[config.mk]
export PLATFORM = sky130hd
export DESIGN_NAME = slcan_frame_decoder_flat
export DESIGN_NICKNAME = d
export VERILOG_FILES = /design/src/rtl/slcan_pkg.sv /design/src/rtl/slcan_ifs.sv /design/src/rtl/slcan_line_dec.sv /design/src/rtl/slcan_frame_decoder.sv /design/src/flat_wrapper.sv
export SDC_FILE = /design/constraint.sdc
export NUM_CORES = 1
export LEC_CHECK = 0
export BUFFER_PORTS_ARGS = -buffer_cell sky130_fd_sc_hd__buf_2
export CAP_MARGIN = 30
export CORE_MARGIN = 10
export CORE_UTILIZATION = 30
export CTS_BUF_LIST = sky130_fd_sc_hd__clkbuf_8
export DETAILED_ROUTE_END_ITERATION = 12
export HOLD_SLACK_MARGIN = 0.03
export SLEW_MARGIN = 30
export SYNTH_ARGS = -nofsm -noshare
export SYNTH_HDL_FRONTEND = slang
export SYNTH_SLANG_ARGS = --single-unit
export TNS_END_PERCENT = 100
[constraint.sdc]
create_clock -name clk -period 3.7 [get_ports clk]
set_input_delay 0 -clock clk [delete_from_list [all_inputs] [get_ports clk]]
set_output_delay 0 -clock clk [all_outputs]
set_load 0.005 [all_outputs]
[src/rtl/slcan_pkg.sv]
package slcan_pkg;

  localparam int MAX_LINE_DEF = 256;

  localparam logic [7:0] CHAR_CR    = 8'h0D;
  localparam logic [7:0] CHAR_T     = 8'h74;
  localparam logic [7:0] CHAR_ZERO  = 8'h30;
  localparam logic [7:0] CHAR_EIGHT = 8'h38;
  localparam logic [3:0] BAD_LEN    = 4'd15;
  localparam logic [3:0] MAX_DLC    = 4'd8;

  typedef enum logic [1:0] {
    ST_OK       = 2'd0,
    ST_BAD_LEN  = 2'd1,
    ST_OVERFLOW = 2'd2,
    ST_BAD_HEX  = 2'd3
  } status_t;

  typedef struct packed {
    logic        vld;
    status_t     status;
    logic [11:0] can_id;
    logic [3:0]  data_len;
    logic [63:0] payload;
  } dec_res_t;

  // msb set when the character is not a hex digit
  function automatic logic [4:0] hex_dec(input logic [7:0] c);
    logic [4:0] r;
    r = 5'h10;
    if (c >= 8'h30 && c <= 8'h39) begin
      r = {1'b0, 4'(c - 8'h30)};
    end else if (c >= 8'h61 && c <= 8'h66) begin
      r = {1'b0, 4'(c - 8'h57)};
    end else if (c >= 8'h41 && c <= 8'h46) begin
      r = {1'b0, 4'(c - 8'h37)};
    end
    return r;
  endfunction

endpackage

[src/rtl/slcan_ifs.sv]
interface slcan_in_if;
  logic       valid;
  logic       ready;
  logic [7:0] rx_byte;

  modport source (output valid, output rx_byte, input ready);
  modport sink (input valid, input rx_byte, output ready);
endinterface

interface slcan_out_if;
  logic        valid;
  logic        ready;
  logic [1:0]  status;
  logic [11:0] can_id;
  logic [3:0]  data_len;
  logic [63:0] payload;

  modport source (output valid, output status, output can_id, output data_len,
                  output payload, input ready);
  modport sink (input valid, input status, input can_id, input data_len,
                input payload, output ready);
endinterface

[src/rtl/slcan_line_dec.sv]
module slcan_line_dec import slcan_pkg::*; #(
  parameter int MAX_LINE = MAX_LINE_DEF
) (
  input  logic       clk,
  input  logic       rst_n,
  input  logic       step,
  input  logic [7:0] rx_byte,
  output dec_res_t   res
);

  localparam int POS_W = $clog2(MAX_LINE + 1);

  logic [POS_W-1:0] pos_r, pos_nxt;
  logic             frame_r, frame_nxt;
  logic [11:0]      id_r, id_nxt;
  logic [3:0]       len_r, len_nxt;
  logic [63:0]      data_r, data_nxt;
  logic             err_r, err_nxt;
  logic [4:0]       hex;
  logic [POS_W-1:0] k;
  logic [5:0]       sh;

  assign hex = hex_dec(rx_byte);
  assign k   = pos_r - POS_W'(5);
  // even digit is the high nibble of its byte
  assign sh  = {k[3:1], ~k[0], 2'b00};

  always_comb begin
    pos_nxt   = pos_r;
    frame_nxt = frame_r;
    id_nxt    = id_r;
    len_nxt   = len_r;
    data_nxt  = data_r;
    err_nxt   = err_r;
    res       = '0;
    if (step) begin
      if (pos_r >= POS_W'(MAX_LINE)) begin
        pos_nxt    = '0;
        frame_nxt  = 1'b0;
        id_nxt     = '0;
        len_nxt    = '0;
        data_nxt   = '0;
        err_nxt    = 1'b0;
        res.vld    = 1'b1;
        res.status = ST_OVERFLOW;
      end else if (rx_byte == CHAR_CR) begin
        pos_nxt   = '0;
        frame_nxt = 1'b0;
        id_nxt    = '0;
        len_nxt   = '0;
        data_nxt  = '0;
        err_nxt   = 1'b0;
        if (frame_r && pos_r >= POS_W'(3)) begin
          res.vld = 1'b1;
          if (pos_r < POS_W'(5) || len_r > MAX_DLC) begin
            res.status = ST_BAD_LEN;
          end else if (err_r || pos_r < POS_W'(5) + POS_W'({len_r, 1'b0})) begin
            res.status = ST_BAD_HEX;
          end else begin
            res.status   = ST_OK;
            res.can_id   = id_r;
            res.data_len = len_r;
            res.payload  = data_r;
          end
        end
      end else begin
        pos_nxt = pos_r + POS_W'(1);
        if (pos_r == '0) begin
          frame_nxt = (rx_byte == CHAR_T);
        end else if (frame_r) begin
          if (pos_r <= POS_W'(3)) begin
            if (hex[4]) begin
              err_nxt = 1'b1;
            end else begin
              id_nxt = {id_r[7:0], hex[3:0]};
            end
          end else if (pos_r == POS_W'(4)) begin
            if (rx_byte >= CHAR_ZERO && rx_byte <= CHAR_EIGHT) begin
              len_nxt = 4'(rx_byte - CHAR_ZERO);
            end else begin
              len_nxt = BAD_LEN;
            end
          end else if (len_r <= MAX_DLC && k < POS_W'({len_r, 1'b0})) begin
            if (hex[4]) begin
              err_nxt = 1'b1;
            end else begin
              data_nxt = data_r | (64'(hex[3:0]) << sh);
            end
          end
        end
      end
    end
  end

  always_ff @(posedge clk) begin
    if (!rst_n) begin
      pos_r   <= '0;
      frame_r <= 1'b0;
      id_r    <= '0;
      len_r   <= '0;
      data_r  <= '0;
      err_r   <= 1'b0;
    end else begin
      pos_r   <= pos_nxt;
      frame_r <= frame_nxt;
      id_r    <= id_nxt;
      len_r   <= len_nxt;
      data_r  <= data_nxt;
      err_r   <= err_nxt;
    end
  end

endmodule

[src/rtl/slcan_frame_decoder.sv]
// a result is offered from the result register: each character transfer is
// captured in the input register, then decoded into the result register
// throughput: one character per cycle, held back only while a result waits
// reset: synchronous active low rst_n clears both valid flags and the line
// state, so decoding starts at the beginning of a line
module slcan_frame_decoder import slcan_pkg::*; #(
  parameter int MAX_LINE = MAX_LINE_DEF
) (
  input  logic         clk,
  input  logic         rst_n,
  slcan_in_if.sink     in_ch,
  slcan_out_if.source  out_ch
);

  logic        in_vld_r, in_vld_nxt;
  logic [7:0]  in_byte_r;
  logic        out_vld_r;
  status_t     status_r;
  logic [11:0] can_id_r;
  logic [3:0]  data_len_r;
  logic [63:0] payload_r;
  logic        adv;
  logic        step;
  logic        in_xfer;
  dec_res_t    res;

  assign adv          = !out_vld_r || out_ch.ready;
  assign in_ch.ready  = !in_vld_r || adv;
  assign in_xfer      = in_ch.valid && in_ch.ready;
  assign step         = in_vld_r && adv;

  always_comb begin
    in_vld_nxt = in_vld_r;
    if (in_xfer) begin
      in_vld_nxt = 1'b1;
    end else if (step) begin
      in_vld_nxt = 1'b0;
    end
  end

  slcan_line_dec #(
    .MAX_LINE(MAX_LINE)
  ) u_dec (
    .clk     (clk),
    .rst_n   (rst_n),
    .step    (step),
    .rx_byte (in_byte_r),
    .res     (res)
  );

  always_ff @(posedge clk) begin
    if (!rst_n) begin
      in_vld_r  <= 1'b0;
      out_vld_r <= 1'b0;
    end else begin
      in_vld_r <= in_vld_nxt;
      if (adv) begin
        out_vld_r <= res.vld;
      end
    end
  end

  always_ff @(posedge clk) begin
    if (in_xfer) begin
      in_byte_r <= in_ch.rx_byte;
    end
    if (adv) begin
      status_r   <= res.status;
      can_id_r   <= res.can_id;
      data_len_r <= res.data_len;
      payload_r  <= res.payload;
    end
  end

  assign out_ch.valid    = out_vld_r;
  assign out_ch.status   = status_r;
  assign out_ch.can_id   = can_id_r;
  assign out_ch.data_len = data_len_r;
  assign out_ch.payload  = payload_r;

endmodule
[src/flat_wrapper.sv]
// flat-port wrapper written by rule: the top's interface ports become plain ports
module slcan_frame_decoder_flat import slcan_pkg::*;
#(
  parameter int MAX_LINE = MAX_LINE_DEF
)
  (clk, rst_n, in_ch_valid, in_ch_rx_byte, in_ch_ready, out_ch_valid, out_ch_status, out_ch_can_id, out_ch_data_len, out_ch_payload, out_ch_ready);
  slcan_in_if in_ch_i ();
  slcan_out_if out_ch_i ();
  input  logic clk;
  input  logic rst_n;
  input wire logic [$bits(in_ch_i.valid)-1:0] in_ch_valid;
  input wire logic [$bits(in_ch_i.rx_byte)-1:0] in_ch_rx_byte;
  output wire logic [$bits(in_ch_i.ready)-1:0] in_ch_ready;
  output wire logic [$bits(out_ch_i.valid)-1:0] out_ch_valid;
  output wire logic [$bits(out_ch_i.status)-1:0] out_ch_status;
  output wire logic [$bits(out_ch_i.can_id)-1:0] out_ch_can_id;
  output wire logic [$bits(out_ch_i.data_len)-1:0] out_ch_data_len;
  output wire logic [$bits(out_ch_i.payload)-1:0] out_ch_payload;
  input wire logic [$bits(out_ch_i.ready)-1:0] out_ch_ready;
  assign in_ch_i.valid = in_ch_valid;
  assign in_ch_i.rx_byte = in_ch_rx_byte;
  assign in_ch_ready = in_ch_i.ready;
  assign out_ch_valid = out_ch_i.valid;
  assign out_ch_status = out_ch_i.status;
  assign out_ch_can_id = out_ch_i.can_id;
  assign out_ch_data_len = out_ch_i.data_len;
  assign out_ch_payload = out_ch_i.payload;
  assign out_ch_i.ready = out_ch_ready;
  slcan_frame_decoder #(.MAX_LINE(MAX_LINE)) u_core (.clk(clk), .rst_n(rst_n), .in_ch(in_ch_i), .out_ch(out_ch_i));
endmodule
==> metrics.txt <==
# TYPE chip_impl_metric gauge
chip_impl_metric{name="pin_count",unit=""} 96
chip_impl_metric{name="post_cts_resized",unit=""} 0
chip_impl_info{name="capturing_element_type_of_the_critical_path",value="flop"} 1
chip_impl_metric{name="port-buffer-count",unit=""} 95
chip_impl_info{name="synth.most_common_cell",value="sky130_fd_sc_hd__dfxtp_1"} 1
chip_impl_metric{name="final.fill_count",unit=""} 2563
chip_impl_metric{name="synth.yosys.warnings",unit=""} 0
chip_impl_info{name="rsz0062_at_grt",value="false"} 1
chip_impl_info{name="critical_path.startpoint_type",value="flop"} 1
chip_impl_metric{name="detail-route-antenna-nets",unit=""} 0
chip_impl_info{name="clock_tree_from_tritoncts",value="done"} 1
chip_impl_metric{name="post_dp_cell_area",unit="mm2"} 0.008532
chip_impl_metric{name="floorplan.core_area",unit="mm2"} 0.02525
chip_impl_metric{name="globalRouteOverflowTotal",unit=""} 0
chip_impl_metric{name="required",unit="ps"} 4100
chip_impl_metric{name="area.growth.synth_to_final",unit="%"} 17.76
chip_impl_metric{name="finalClockSkew",unit="ps"} 19.16
chip_impl_metric{name="postSynthCellCount",unit=""} 687
chip_impl_metric{name="async_reset_ff_frac",unit=""} 0
chip_impl_info{name="synth.area.top_cells",value="sky130_fd_sc_hd__edfxtp_1 35%, sky130_fd_sc_hd__dfxtp_1 24%, sky130_fd_sc_hd__and2_4 8.4%"} 1
chip_impl_metric{name="synthesis.nets",unit=""} 715
chip_impl_metric{name="grt_start_max_net_pins",unit=""} 81
chip_impl_metric{name="routed_len_inst",unit="um"} 15.23
chip_impl_metric{name="cp_data_arrival_time",unit="ps"} 3650
chip_impl_metric{name="timing.critical_path.fanout_max",unit=""} 20
chip_impl_metric{name="post-layout-total-power",unit="uW"} 3677
chip_impl_metric{name="finalCritPeriodShare",unit=""} 0.8778
chip_impl_metric{name="timing.critical_path.slowest_cell_delay",unit="ps"} 470
chip_impl_metric{name="vias",unit=""} 5264
chip_impl_metric{name="floorplan.rows",unit=""} 58
chip_impl_metric{name="fin_setup_tns",unit="ps"} 0
chip_impl_metric{name="antenna_cells_inserted",unit=""} 0
chip_impl_metric{name="dp_slack",unit="ps"} 460.4
chip_impl_info{name="crit_type",value="reg -> reg"} 1
chip_impl_metric{name="setup_viol",unit=""} 0
chip_impl_metric{name="finalHoldViolations",unit=""} 0
chip_impl_metric{name="post-route-worst-setup-slack",unit="ps"} 452.3
chip_impl_metric{name="max_cap_violations",unit=""} 0
chip_impl_metric{name="remaining_drc_errors",unit=""} 0
chip_impl_metric{name="chip_width",unit="um"} 180.4
chip_impl_metric{name="dieArea",unit="mm2"} 0.03255
chip_impl_info{name="synth.largest_area_cell",value="sky130_fd_sc_hd__edfxtp_1"} 1
chip_impl_info{name="synth.cells.most_frequent",value="93 x sky130_fd_sc_hd__dfxtp_1, 90 x sky130_fd_sc_hd__edfxtp_1, 85 x sky130_fd_sc_hd__nand2_1"} 1
chip_impl_metric{name="ys_ff_latch",unit=""} 183
chip_impl_metric{name="worst_setup_hold_path_clk_slew",unit="ps"} 100
chip_impl_metric{name="number_of_buffers_inserted_to_repair_setup_after_cts",unit=""} 0
chip_impl_metric{name="cts_hold_buffers",unit=""} 13
chip_impl_metric{name="clk-insertion-delay-late",unit="ps"} 480
chip_impl_info{name="run_status",value="finished, final reports clean"} 1
chip_impl_metric{name="syn-mean-instance-area",unit="um2"} 11.24
chip_impl_metric{name="route.final.wire_length",unit="um"} 17290
chip_impl_metric{name="vias_per_cell",unit=""} 4.638
chip_impl_metric{name="pwr_density_cell",unit="mW/mm2"} 404.5
chip_impl_metric{name="post-route-cell-area",unit="mm2"} 0.009091
chip_impl_metric{name="post-dp-hpwl",unit="um"} 12630
chip_impl_metric{name="total_clock_buffers_created_by_cts",unit=""} 17
chip_impl_metric{name="leakage_power",unit="uW"} 0.003786
chip_impl_metric{name="synth-edff-count",unit=""} 90
chip_impl_metric{name="worst-slew-pin-transition",unit="ps"} 798.1
chip_impl_metric{name="power_frac_clock",unit=""} 0.389
chip_impl_metric{name="max_slew_margin",unit=""} 0.4634
chip_impl_metric{name="globalRouteTotalUtil",unit=""} 0.1064
chip_impl_metric{name="pwr-share-comb",unit=""} 0.034
chip_impl_metric{name="clock_tree.buffer_depth",unit=""} 2
chip_impl_metric{name="grt_first_pass_wirelength",unit="um"} 28170
chip_impl_metric{name="cts.htree.levels",unit=""} 4
chip_impl_metric{name="peakVddDrop",unit="mV"} 0.2350
chip_impl_metric{name="grt_pass1_vias",unit=""} 5122
chip_impl_info{name="dominantRegCellSynth",value="sky130_fd_sc_hd__dfxtp_1"} 1
chip_impl_metric{name="p_sw",unit="uW"} 872.0
chip_impl_metric{name="synth.cell_area",unit="mm2"} 0.007720
chip_impl_info{name="cp_cell_sequence",value="inv_1 -> ha_1 -> xor2_1 -> inv_1 -> ha_1 -> a211oi_1 -> nor2_1 -> o31ai_2 -> buf_4 -> nand4_1 -> o21ai_0"} 1
chip_impl_metric{name="pins_over_slew_limit",unit=""} 0
chip_impl_metric{name="netlist-cell-type-count",unit=""} 61
chip_impl_metric{name="fraction_of_synthesized_cell_area_taken_by_the_top_area_cell_type",unit=""} 0.3501
chip_impl_metric{name="timing.fmax",unit="MHz"} 307.9
chip_impl_metric{name="floorplan.initialDensity",unit=""} 0.3057
chip_impl_info{name="cts.root.buffer_cell",value="sky130_fd_sc_hd__clkbuf_8"} 1
chip_impl_metric{name="drt-initial-drc-count",unit=""} 292
chip_impl_info{name="holdCritPathClass",value="in -> reg"} 1
chip_impl_metric{name="clock_sink_count",unit=""} 183
chip_impl_metric{name="sw_frac_of_total",unit=""} 0.2371
chip_impl_info{name="slowest_stage",value="sky130_fd_sc_hd__dfxtp_1"} 1
chip_impl_metric{name="fin_crit",unit="ps"} 3248
chip_impl_metric{name="p_seq_frac",unit=""} 0.577
chip_impl_metric{name="drtPass1Iterations",unit=""} 5
chip_impl_metric{name="finalNonFillerCells",unit=""} 1135
chip_impl_metric{name="grt_antenna_before_repair",unit=""} 0
chip_impl_metric{name="seq_area_frac_synth",unit=""} 0.5912
chip_impl_metric{name="drive_gt1_frac",unit=""} 0.2820
chip_impl_metric{name="globalplace.congestion",unit=""} 0.8801
chip_impl_metric{name="final_nets",unit=""} 820
chip_impl_metric{name="internal_power",unit="uW"} 2805
chip_impl_metric{name="chipHeight",unit="um"} 180.4
chip_impl_metric{name="place_inst",unit=""} 1090
## final timing paths
check                                                           from                              endpoint  slack [ps]  cells past startpoint
worst max-delay path              u_core.u_dec.pos_r[1]$_SDFFE_PN0P_   u_core.u_dec.data_r[3]$_SDFFE_PN0P_         450                     11
worst min-delay path                                in_ch_rx_byte[6]         u_core.in_byte_r[6]$_DFFE_PP_         220                      2
worst max register to register    u_core.u_dec.pos_r[1]$_SDFFE_PN0P_   u_core.u_dec.data_r[3]$_SDFFE_PN0P_         450                     11
worst min register to register  u_core.u_dec.data_r[55]$_SDFFE_PN0P_  u_core.u_dec.data_r[55]$_SDFFE_PN0P_         460                      2
## cells by family after synthesis
logic type	Yosys count	share of synthesized area
AO/OA/AOI/OAI	124	0.1063
buffers and inverters	59	0.03939
adder cells (fa/ha/maj)	16	0.02593
AND/OR/NAND/NOR	288	0.2173
multiplexers	3	0.003890
XOR/XNOR	14	0.01588
flip-flops	183	0.5912
## registers in the layout, indices dropped and copies added, names as in the netlist
signal                  count
u_core.u_dec.len_r          4
u_core.out_ch.can_id       12
u_core.u_dec.pos_r          9
u_core.out_ch.valid         1
u_core.out_ch.status        2
u_core.in_vld_r             1
u_core.in_byte_r            8
u_core.out_ch.data_len      4
u_core.out_ch.payload      64
u_core.u_dec.data_r        64
u_core.u_dec.err_r          1
u_core.u_dec.frame_r        1
u_core.u_dec.id_r          12
## placed cells by master, fill, tap and decap left out, types with 4 or more instances in the layout
cell                            count
sky130_fd_sc_hd__buf_4             12
sky130_fd_sc_hd__edfxtp_1          90
sky130_fd_sc_hd__dfxtp_1           93
sky130_fd_sc_hd__inv_6              5
sky130_fd_sc_hd__nor3_1             7
sky130_fd_sc_hd__a32o_1            16
sky130_fd_sc_hd__ha_1              16
sky130_fd_sc_hd__inv_1             21
sky130_fd_sc_hd__xor2_1             6
sky130_fd_sc_hd__nand2_1           85
sky130_fd_sc_hd__nor2b_1            8
sky130_fd_sc_hd__o31ai_1            6
sky130_fd_sc_hd__nand2b_1           7
sky130_fd_sc_hd__xnor2_1            8
sky130_fd_sc_hd__nand3_1           26
sky130_fd_sc_hd__and2_4            74
sky130_fd_sc_hd__nor4_1             4
sky130_fd_sc_hd__buf_2             95
sky130_fd_sc_hd__a21oi_1            8
sky130_fd_sc_hd__o21ai_0           60
sky130_fd_sc_hd__nor2_1            38
sky130_fd_sc_hd__dlygate4sd3_1     13
sky130_fd_sc_hd__and2_1            13
sky130_fd_sc_hd__a21boi_0           4
sky130_fd_sc_hd__a22oi_1            5
sky130_fd_sc_hd__nand4_1            7
sky130_fd_sc_hd__clkbuf_8          18
## power groups by stage
| stage | clock network, uW | logic [uW] | registers, uW |
|---|---|---|---|
| after CTS | 1470 | 126 | 2120 |
| after detailed placement | 0 | 115 | 2170 |
| final | 1430 | 126 | 2120 |
| after floorplan | 0 | 80.0 | 2170 |
| after global placement | 0 | 115 | 2170 |
| after global routing | 1540 | 142 | 2120 |
## final cells by class
| type | instances | area, um2 | share of cell area |
|---|---|---|---|
| Sequential cell | 183 | 4564 | 0.5021 |
| Tap cell | 330 | 412.9 | 0.04542 |
| Clock buffer | 18 | 247.7 | 0.02725 |
| Inverter | 22 | 83.83 | 0.009221 |
| Multi-Input combinational cell | 445 | 2854 | 0.3139 |
| Clock inverter | 14 | 181.4 | 0.01996 |
| Timing Repair Buffer | 123 | 747.0 | 0.08216 |
## critical path, delay by kind of cell, from the launching register on
| kind | cells | cell delay (ps) |
|---|---|---|
| XOR/XNOR | 1 | 360 |
| AO/OA/AOI/OAI | 3 | 810 |
| buffers and inverters | 3 | 650 |
| adder cells (fa/ha/maj) | 2 | 540 |
| AND/OR/NAND/NOR | 2 | 340 |
| flip-flops | 1 | 470 |
## through the flow
step           utilization  hold WS [ps]
4_1_cts             0.3600         200.3
2_1_floorplan            -         98.87
3_3_place_gp        0.3377         179.5
3_5_place_dp        0.3378         181.3
5_1_grt             0.3600         228.4
6_report            0.3600         223.1
## per-layer routing
layer	GRT usage	share of wire	wire length, um
met2	0.1702	0.47	8179
met1	0.1338	0.46	7990
met5	0	0	0
met4	0.03773	0.015	257
met3	0.03092	0.050	862
No activity file was read; power rests on OpenSTA's default activity.
